$ cat src/hdl/sqns_pkg.sv
`timescale 1ns / 1ps

package sqns_pkg;

    // item kinds
    localparam logic KindWrite = 1'b0;
    localparam logic KindTick  = 1'b1;

    // register addresses
    localparam logic [3:0] AddrStep0  = 4'd10;
    localparam logic [3:0] AddrStep3  = 4'd13;
    localparam logic [3:0] AddrVolume = 4'd14;

    // reset values and constants
    localparam logic [15:0] ScaleReset  = 16'd6434;
    localparam logic [22:0] NoiseSeed   = 23'h7ffff8;
    localparam logic [15:0] FreqBase    = 16'd65535;
    localparam logic [6:0]  DivFallback = 7'd127;
    localparam int          DivBits     = 18;
    localparam logic [12:0] MixCenter   = 13'd2048;

    // controller to datapath commands
    typedef struct packed {
        logic load_div;
        logic wr_vol;
        logic div_step;
        logic wr_step;
        logic tick_acc;
        logic tick_mix;
    } t_cmd;

    // datapath to controller status
    typedef struct packed {
        logic out_free;
    } t_status;

    // shift the noise register left by n places (0..16), feedback bit22 ^ bit17
    function automatic logic [22:0] noise_shift(input logic [22:0] v, input logic [4:0] n);
        logic [22:0] r;
        int          k;
        r = '0;
        k = int'(n);
        for (int j = 0; j < 23; j++) begin
            if (j >= k) begin
                r[j] = v[j - k];
            end else begin
                r[j] = v[j + 23 - k] ^ v[j + 18 - k];
            end
        end
        return r;
    endfunction

    // eight taps of the noise register
    function automatic logic [7:0] noise_taps(input logic [22:0] v);
        return {v[22], v[20], v[16], v[13], v[11], v[7], v[4], v[2]};
    endfunction

endpackage

$ cat src/hdl/sqns_in_if.sv
`timescale 1ns / 1ps

interface sqns_in_if;
    logic       valid;
    logic       ready;
    logic       kind;
    logic [3:0] reg_addr;
    logic [7:0] reg_value;

    modport source (output valid, output kind, output reg_addr, output reg_value,
                    input ready);
    modport sink   (input valid, input kind, input reg_addr, input reg_value,
                    output ready);
endinterface

$ cat src/hdl/sqns_out_if.sv
`timescale 1ns / 1ps

interface sqns_out_if;
    logic               valid;
    logic               ready;
    logic signed [15:0] sample;

    modport source (output valid, output sample, input ready);
    modport sink   (input valid, input sample, output ready);
endinterface

$ cat src/hdl/sqns_ctrl.sv
`timescale 1ns / 1ps

module sqns_ctrl (
    input  logic              i_clk,
    input  logic              i_rst_n,
    input  logic              i_valid,
    input  logic              i_kind,
    input  logic [3:0]        i_reg_addr,
    output logic              o_ready,
    input  sqns_pkg::t_status i_status,
    output sqns_pkg::t_cmd    o_cmd
);

    typedef enum logic [2:0] {
        S_IDLE,
        S_DIV,
        S_MUL,
        S_ACC,
        S_MIX
    } t_state;

    localparam int CntW = $clog2(sqns_pkg::DivBits);
    localparam logic [CntW-1:0] CntLast = CntW'(sqns_pkg::DivBits - 1);

    t_state          r_state, n_state;
    logic [CntW-1:0] r_cnt, n_cnt;
    logic            w_accept;

    assign o_ready  = (r_state == S_IDLE);
    assign w_accept = i_valid && o_ready;

    // next state and commands
    always_comb begin
        n_state = r_state;
        n_cnt   = r_cnt;
        o_cmd   = '0;
        case (r_state)
            S_IDLE: begin
                if (w_accept) begin
                    if (i_kind == sqns_pkg::KindTick) begin
                        n_state = S_ACC;
                    end else if (i_reg_addr inside {[sqns_pkg::AddrStep0:sqns_pkg::AddrStep3]}) begin
                        o_cmd.load_div = 1'b1;
                        n_cnt          = '0;
                        n_state        = S_DIV;
                    end else if (i_reg_addr == sqns_pkg::AddrVolume) begin
                        o_cmd.wr_vol = 1'b1;
                    end
                end
            end
            S_DIV: begin
                o_cmd.div_step = 1'b1;
                n_cnt          = r_cnt + 1'b1;
                if (r_cnt == CntLast) begin
                    n_state = S_MUL;
                end
            end
            S_MUL: begin
                o_cmd.wr_step = 1'b1;
                n_state       = S_IDLE;
            end
            S_ACC: begin
                o_cmd.tick_acc = 1'b1;
                n_state        = S_MIX;
            end
            S_MIX: begin
                if (i_status.out_free) begin
                    o_cmd.tick_mix = 1'b1;
                    n_state        = S_IDLE;
                end
            end
            default: begin
                n_state = S_IDLE;
            end
        endcase
    end

    // state register
    always_ff @(posedge i_clk) begin
        if (!i_rst_n) begin
            r_state <= S_IDLE;
            r_cnt   <= '0;
        end else begin
            r_state <= n_state;
            r_cnt   <= n_cnt;
        end
    end

endmodule

$ cat src/hdl/sqns_datapath.sv
`timescale 1ns / 1ps

module sqns_datapath (
    input  logic              i_clk,
    input  logic              i_rst_n,
    input  logic              i_cfg_wr_en,
    input  logic [15:0]       i_cfg_wr_data,
    input  logic [3:0]        i_reg_addr,
    input  logic [7:0]        i_reg_value,
    input  sqns_pkg::t_cmd    i_cmd,
    output sqns_pkg::t_status o_status,
    output logic              o_out_valid,
    input  logic              i_out_ready,
    output logic [15:0]       o_sample
);

    localparam int QW = sqns_pkg::DivBits;

    logic [15:0]       r_scale;
    logic [31:0]       r_step [4];
    logic [31:0]       r_acc  [4];
    logic [22:0]       r_noise;
    logic [3:0]        r_vol;
    logic [QW-1:0]     r_quo;
    logic [6:0]        r_rem;
    logic [6:0]        r_div;
    logic [1:0]        r_voice;
    logic              r_out_valid;
    logic [15:0]       r_sample;

    logic [1:0]        w_voice;
    logic [1:0]        w_shift;
    logic [6:0]        w_div_raw;
    logic [QW-1:0]     w_num;
    logic [7:0]        w_trial;
    logic              w_fits;
    logic [33:0]       w_prod;
    logic [32:0]       w_acc3_sum;
    logic [22:0]       w_tap_src;
    logic [11:0]       w_mix;
    logic signed [12:0] w_centered;
    logic signed [17:0] w_scaled;

    // divider operand setup on a step write
    assign w_voice   = 2'(i_reg_addr - sqns_pkg::AddrStep0);
    assign w_shift   = (w_voice == 2'd3) ? 2'd0 : w_voice;
    assign w_div_raw = ~i_reg_value[6:0];
    assign w_num     = i_reg_value[7] ? (QW'(sqns_pkg::FreqBase) << w_shift) : '0;

    // restoring divider step
    assign w_trial = {r_rem, r_quo[QW-1]};
    assign w_fits  = (w_trial >= {1'b0, r_div});

    // step = scale * quotient, low 32 bits kept
    assign w_prod = r_scale * r_quo;

    // noise voice carry
    assign w_acc3_sum = {1'b0, r_acc[3]} + {1'b0, r_step[3]};

    // mix of squares and noise taps
    assign w_tap_src  = sqns_pkg::noise_shift(r_noise, {1'b0, r_acc[3][31:28]});
    assign w_mix      = {1'b0, 2'(r_acc[0][31]) + 2'(r_acc[1][31]) + 2'(r_acc[2][31]), 9'd0}
                      + {2'b00, sqns_pkg::noise_taps(w_tap_src), 2'b00};
    assign w_centered = $signed({1'b0, w_mix}) - $signed(sqns_pkg::MixCenter);
    assign w_scaled   = w_centered * $signed({1'b0, r_vol});

    assign o_status.out_free = !r_out_valid || i_out_ready;
    assign o_out_valid       = r_out_valid;
    assign o_sample          = r_sample;

    // control state
    always_ff @(posedge i_clk) begin
        if (!i_rst_n) begin
            r_scale     <= sqns_pkg::ScaleReset;
            r_noise     <= sqns_pkg::NoiseSeed;
            r_vol       <= '0;
            r_out_valid <= 1'b0;
            for (int v = 0; v < 4; v++) begin
                r_step[v] <= '0;
                r_acc[v]  <= '0;
            end
        end else begin
            if (i_cfg_wr_en) begin
                r_scale <= i_cfg_wr_data;
            end
            if (i_cmd.wr_vol) begin
                r_vol <= i_reg_value[3:0];
            end
            if (i_cmd.wr_step) begin
                r_step[r_voice] <= w_prod[31:0];
            end
            if (i_cmd.tick_acc) begin
                for (int v = 0; v < 4; v++) begin
                    r_acc[v] <= r_acc[v] + r_step[v];
                end
                if (w_acc3_sum[32]) begin
                    r_noise <= sqns_pkg::noise_shift(r_noise, 5'd16);
                end
            end
            // output beat register
            if (i_cmd.tick_mix) begin
                r_out_valid <= 1'b1;
            end else if (i_out_ready) begin
                r_out_valid <= 1'b0;
            end
        end
    end

    // divider and result payload
    always_ff @(posedge i_clk) begin
        if (i_cmd.load_div) begin
            r_quo   <= w_num;
            r_rem   <= '0;
            r_div   <= (w_div_raw == '0) ? sqns_pkg::DivFallback : w_div_raw;
            r_voice <= w_voice;
        end else if (i_cmd.div_step) begin
            r_quo <= {r_quo[QW-2:0], w_fits};
            r_rem <= w_fits ? 7'(w_trial - {1'b0, r_div}) : w_trial[6:0];
        end
        if (i_cmd.tick_mix) begin
            r_sample <= w_scaled[15:0];
        end
    end

    // a new sample never overwrites one still waiting
    a_no_overwrite: assert property (@(posedge i_clk) disable iff (!i_rst_n)
        i_cmd.tick_mix |-> (!r_out_valid || i_out_ready))
        else $error("sample overwritten while output beat pending");

    // partial remainder stays below the divisor
    a_rem_bound: assert property (@(posedge i_clk) disable iff (!i_rst_n)
        (i_cmd.load_div || i_cmd.div_step) |=> (r_rem < r_div))
        else $error("divider remainder out of range");

    // accumulator advances by its step on a tick
    a_acc_adv: assert property (@(posedge i_clk) disable iff (!i_rst_n)
        i_cmd.tick_acc |=> (r_acc[0] == 32'($past(r_acc[0]) + $past(r_step[0]))))
        else $error("phase accumulator did not advance");

    // division and tick work never overlap
    a_cmd_excl: assert property (@(posedge i_clk) disable iff (!i_rst_n)
        $onehot0({i_cmd.load_div, i_cmd.div_step, i_cmd.wr_step,
                  i_cmd.tick_acc, i_cmd.tick_mix}))
        else $error("conflicting datapath commands");

endmodule

$ cat src/hdl/square_noise_sound_generator.sv
`timescale 1ns / 1ps
// a tick is accumulated, then mixed into the output register once the output register is free
// a step write runs an operand load, 18 restoring divider steps, then one multiply
// volume and ignored writes finish on acceptance; one item is in work at a time
// input ready is high only in the idle state, so a new item waits until the last one is done
// reset: synchronous active low, clears steps, accumulators, volume, noise to its seed

module square_noise_sound_generator (
    input  logic        i_clk,
    input  logic        i_rst_n,
    input  logic        i_cfg_wr_en,
    input  logic [15:0] i_cfg_wr_data,
    sqns_in_if.sink     i_in,
    sqns_out_if.source  o_out
);

    sqns_pkg::t_cmd    w_cmd;
    sqns_pkg::t_status w_status;
    logic [15:0]       w_sample;

    // sequencing
    sqns_ctrl u_ctrl (
        .i_clk      (i_clk),
        .i_rst_n    (i_rst_n),
        .i_valid    (i_in.valid),
        .i_kind     (i_in.kind),
        .i_reg_addr (i_in.reg_addr),
        .o_ready    (i_in.ready),
        .i_status   (w_status),
        .o_cmd      (w_cmd)
    );

    // voices, divider and mixer
    sqns_datapath u_datapath (
        .i_clk         (i_clk),
        .i_rst_n       (i_rst_n),
        .i_cfg_wr_en   (i_cfg_wr_en),
        .i_cfg_wr_data (i_cfg_wr_data),
        .i_reg_addr    (i_in.reg_addr),
        .i_reg_value   (i_in.reg_value),
        .i_cmd         (w_cmd),
        .o_status      (w_status),
        .o_out_valid   (o_out.valid),
        .i_out_ready   (o_out.ready),
        .o_sample      (w_sample)
    );

    assign o_out.sample = $signed(w_sample);

endmodule

$ cat src/flat_wrapper.sv
// flat-port wrapper written by rule: the top's interface ports become plain ports
module square_noise_sound_generator_flat 
  (i_clk, i_rst_n, i_cfg_wr_en, i_cfg_wr_data, i_in_valid, i_in_kind, i_in_reg_addr, i_in_reg_value, i_in_ready, o_out_valid, o_out_sample, o_out_ready);
  sqns_in_if i_in_i ();
  sqns_out_if o_out_i ();
  input  logic i_clk;
  input  logic i_rst_n;
  input  logic i_cfg_wr_en;
  input  logic [15:0] i_cfg_wr_data;
  input wire logic [$bits(i_in_i.valid)-1:0] i_in_valid;
  input wire logic [$bits(i_in_i.kind)-1:0] i_in_kind;
  input wire logic [$bits(i_in_i.reg_addr)-1:0] i_in_reg_addr;
  input wire logic [$bits(i_in_i.reg_value)-1:0] i_in_reg_value;
  output wire logic [$bits(i_in_i.ready)-1:0] i_in_ready;
  output wire logic [$bits(o_out_i.valid)-1:0] o_out_valid;
  output wire logic [$bits(o_out_i.sample)-1:0] o_out_sample;
  input wire logic [$bits(o_out_i.ready)-1:0] o_out_ready;
  assign i_in_i.valid = i_in_valid;
  assign i_in_i.kind = i_in_kind;
  assign i_in_i.reg_addr = i_in_reg_addr;
  assign i_in_i.reg_value = i_in_reg_value;
  assign i_in_ready = i_in_i.ready;
  assign o_out_valid = o_out_i.valid;
  assign o_out_sample = o_out_i.sample;
  assign o_out_i.ready = o_out_ready;
  square_noise_sound_generator u_core (.i_clk(i_clk), .i_rst_n(i_rst_n), .i_cfg_wr_en(i_cfg_wr_en), .i_cfg_wr_data(i_cfg_wr_data), .i_in(i_in_i), .o_out(o_out_i));
endmodule
$ cat config.mk
export PLATFORM = sky130hd
export DESIGN_NAME = square_noise_sound_generator_flat
export DESIGN_NICKNAME = d
export VERILOG_FILES = /design/src/hdl/sqns_pkg.sv /design/src/hdl/sqns_in_if.sv /design/src/hdl/sqns_out_if.sv /design/src/hdl/sqns_ctrl.sv /design/src/hdl/sqns_datapath.sv /design/src/hdl/square_noise_sound_generator.sv /design/src/flat_wrapper.sv
export SDC_FILE = /design/constraint.sdc
export NUM_CORES = 2
export LEC_CHECK = 0
export ABC_AREA = 1
export BUFFER_PORTS_ARGS = -buffer_cell sky130_fd_sc_hd__clkbuf_2
export CAP_MARGIN = 20
export CORE_MARGIN = 3
export CORE_UTILIZATION = 66
export DETAILED_ROUTE_END_ITERATION = 8
export PLACE_DENSITY = 0.89
export SLEW_MARGIN = 20
export SYNTH_ARGS = -nofsm -noshare
export SYNTH_HDL_FRONTEND = slang
export SYNTH_SLANG_ARGS = --single-unit
export TNS_END_PERCENT = 1
$ cat constraint.sdc
create_clock -name i_clk -period 8.1 [get_ports i_clk]
set_input_delay 1.215 -clock i_clk [delete_from_list [all_inputs] [get_ports i_clk]]
set_output_delay 1.215 -clock i_clk [all_outputs]
set_load 0.01 [all_outputs]
==> impl_results.md <==
* Status: complete, no violations
* Worst-margin pin slew at 1120 ps
* Layout cell share with drive strength beyond 1 at 3.56%
* Ys Warns at 0
* Post-CTS Setup Repair Bufs at 0
* Post-placement setup slack at 1660 ps
* Height of the die at 232 µm
* Proportion of synthesized area in mux cells at 0%
* Max Clk Rate at 155 MHz
* Core area at 50300 µm²
* Register-to-register path setup slack at 1640 ps
* Worst Setup SP: u_core.u_datapath.r_quo[5]
* Final wirelength at ~92000 µm
* Cts repair resizes at 0
* Worst min path class: flop to flop
* CP arrival at 6780 ps
* Cell mode on critical path: fa_1
* Complex-gate fraction of the synthesized area at 10.2%
* Worst path max stage delay at 800 ps
* Largest net degree at the start of global routing at 71
* Final HPWL DP at 69600 µm
* Area grow syn2layout at 6.29%
* Simple-gate area share of the yosys netlist at 23.0%
* Post-Synth Adder-Cell Area at about a quarter
* Routability cong. at 0.988
* First-pass GRT wire length at 148000 µm
* Syn Area/Cell at 7.73 µm²
* GRT overflow at 0
* Setup CP Type: flop to flop
* CTS tree: built
* Ys async rst share at 0%
* Port Buf Inserts at 49
* Slew Limit Fails at 0
* FP Rows at a little over 80
* Seq/Total Area, Yosys at 30.1%
* CP max FO at 17
* Synth Area in XOR/XNOR at 1.79%
* Placed cell area at 34300 µm²
* Worst EP required at 8420 ps
* Io pins at between 50 and 60
* Initial antenna violation count at 1
* H-tree depth at 2
* Residual DRC at 0
* Largest family of logic cells by synthesized area: adder cells
* Clk root buf: clkbuf_16
* Clk pin slew, worst setup/hold paths at around 60 ps
* Period minus WS final at 6460 ps
* Clk sinks at 356
* Cell variety after synth at between 40 and 50
* Max Buffers Root-to-Sink at 3
* Layout Skew at 30.1 ps
* Vias in the first global route at a little under 30000
* Fin crit share at between 70% and 80%
* Die W at about 230 µm
* GRT Total Usage at 34.7%
* Number of buffers created by CTS at 41
* Critical-path top delay cell: edfxtp_1
* Finished layout cell area at around 36000 µm²
* Max_slew headroom at 24.8%
* Via-per-instance ratio at 5.86
* Post-Syn Instances at 4345
* Top_reg_cell synth: edfxtp_1
* Worst setup SP type: flop
* TritonRoute pass-1 iters at 6
* FF+latch count, synth at 356
* Antenna Nets Post-Route at 0
* CP Capture Point: u_core.u_datapath.r_step[3][23]
* Initial Utilization at 66.8%
* Fin Setup TNS at 0 ps
* R2r startpoint: u_core.u_datapath.r_quo[5]
* FF-to-FF End: u_core.u_datapath.r_step[3][23]
* Max Cap Viol at 0
* DR WL/cell at between 15 and 20 µm
* Critical path cell sequence: nand2_1, fa_1, inv_1, fa_1, inv_1, fa_1, inv_1, fa_1, fa_1, inv_1, fa_1, inv_1, ha_1, a21oi_1, a21boi_0, o21ai_0, nand2_1, nand4_1, xnor2_1, nor2_1
* Post-synth EDFFs at 297
* R2r worst-path depth at 20
* Final hold vios at 0
* Final WS setup at 1640 ps
* Initial drt markers at 2780
* Via count at 29487
* Cell area after synthesis at 33600 µm²
* RSZ-0062 raised after global routing: no
* CTS Hold Bufs at 0
* Die area at 53700 µm²
* NumNets Final at 4884
* Clk_lat worst skew at 590 ps
* Critical Path Sink Type: flop
* Setup violators final at 0
[through the flow]
step / hold slack [ps] / std cells / util, %
after CTS: 469 / 5030 / 71.0
after global routing: 492 / 5031 / 71.0
final: 470 / 5032 / 71.0
after detailed placement: 458 / 4956 / 68.2
after global placement: 460 / 4956 / 68.2
after floorplan: 444 / 4346 / -
[state kept, by name (all words and copies together) (netlist names), 5 cells and up]
| register | cells |
|---|---|
| u_core.u_ctrl.r_cnt | 5 |
| u_core.u_datapath.r_acc | 128 |
| u_core.u_datapath.r_step | 128 |
| u_core.u_datapath.r_noise | 23 |
| u_core.u_datapath.r_div | 7 |
| u_core.u_datapath.r_scale | 16 |
| u_core.u_datapath.r_rem | 7 |
| u_core.u_datapath.o_sample | 14 |
| u_core.u_datapath.r_quo | 18 |
[cells in the mapped netlist (7+ instances only)]
master    instances  area share [%]
xnor2_1          30            0.78
a21boi_0         14            0.31
nand3_1         276             4.1
edfxtp_1        297              27
fa_1            247              15
buf_4             8            0.18
nor2_1          482             5.4
dfxtp_1          59             3.5
ha_1            275              10
buf_2            26            0.39
o21bai_1         39            0.87
inv_1           743             8.3
xor2_1           37            0.96
o21ai_0         117             1.7
o21a_1           19            0.42
nand4_1          25            0.47
inv_2             8           0.089
buf_1             7           0.078
nor3_1           41            0.61
nand2_1        1050              12
o211ai_1         18            0.40
a21o_1           26            0.58
a21oi_1         298             4.4
o21ai_1          60            0.89
a31oi_1          12            0.22
clkbuf_1         84            0.94
[layout make-up]
type                       instances  area [µm²]
multi-input combinational       3112       20200
sequential                       356       10100
antenna                            1        2.50
tap                              672         841
clock inverter                    29         334
clock buffer                      45        1060
fill                            3914       14600
timing repair buffer              64         358
inverter                         753        2830
[worst max-delay path: cells and delay by family, from the launching register on]
kind	cells	cell delay, ps
simple gates	4	460
flops	1	800
compound gates	3	710
xor+xnor	1	390
buf+inv	5	280
fa+ha+maj	7	3540
[layout by cell type, fill, tap and decap left out, types with 5 or more instances in the layout]
cell type     n
nor2_1      482
o211ai_1     18
xnor2_1      29
inv_2         8
nand4_1      25
clkbuf_16    42
clkbuf_2     49
nand2_1    1047
buf_4        14
o21ai_0     117
bufinv_16     6
clkinv_1     11
o21bai_1     39
nand3_1     276
fa_1        247
edfxtp_1    297
nand3b_1      5
a21oi_1     298
a21o_1       26
a31oi_1      12
a21boi_0     14
ha_1        275
nor3_1       41
o21ai_1      60
o21a_1       19
xor2_1       37
dfxtp_1      59
clkinv_2      5
inv_1       743
[routing by layer]
| layer | vias up | GRT usage [%] | routed length [µm] |
|---|---|---|---|
| met5 | - | 0 | 0 |
| met4 | 0 | 17.9 | 5500 |
| met3 | 330 | 7.02 | 8970 |
| met2 | 1486 | 56.5 | 42400 |
| met1 | 13804 | 44.2 | 35200 |
| li1 | 13867 | - | - |
[worst min-delay path by stage]
stage                                       to                  startpoint  depth (start not counted)
floorplan           u_core.u_datapath.r_rem[5]  u_core.u_datapath.r_rem[5]                          2
global placement    u_core.u_datapath.r_rem[5]  u_core.u_datapath.r_rem[5]                          2
detailed placement  u_core.u_datapath.r_rem[5]  u_core.u_datapath.r_rem[5]                          2
CTS                 u_core.u_datapath.r_rem[5]  u_core.u_datapath.r_rem[5]                          2
global route        u_core.u_datapath.r_rem[4]  u_core.u_datapath.r_rem[4]                          2
finish              u_core.u_datapath.r_rem[5]  u_core.u_datapath.r_rem[5]                          2
[kinds of logic after synthesis]
kind of cell / after synthesis
adder cells (fa/ha/maj): 522
other: 1
AND/OR/NAND/NOR: 1905
AO/OA/AOI/OAI: 615
flip-flops: 356
buffers and inverters: 878
XOR/XNOR: 68
Power is left out: the tool's default activity adds up to more than one toggle a clock period on the data nets, which glitch-free logic cannot reach.
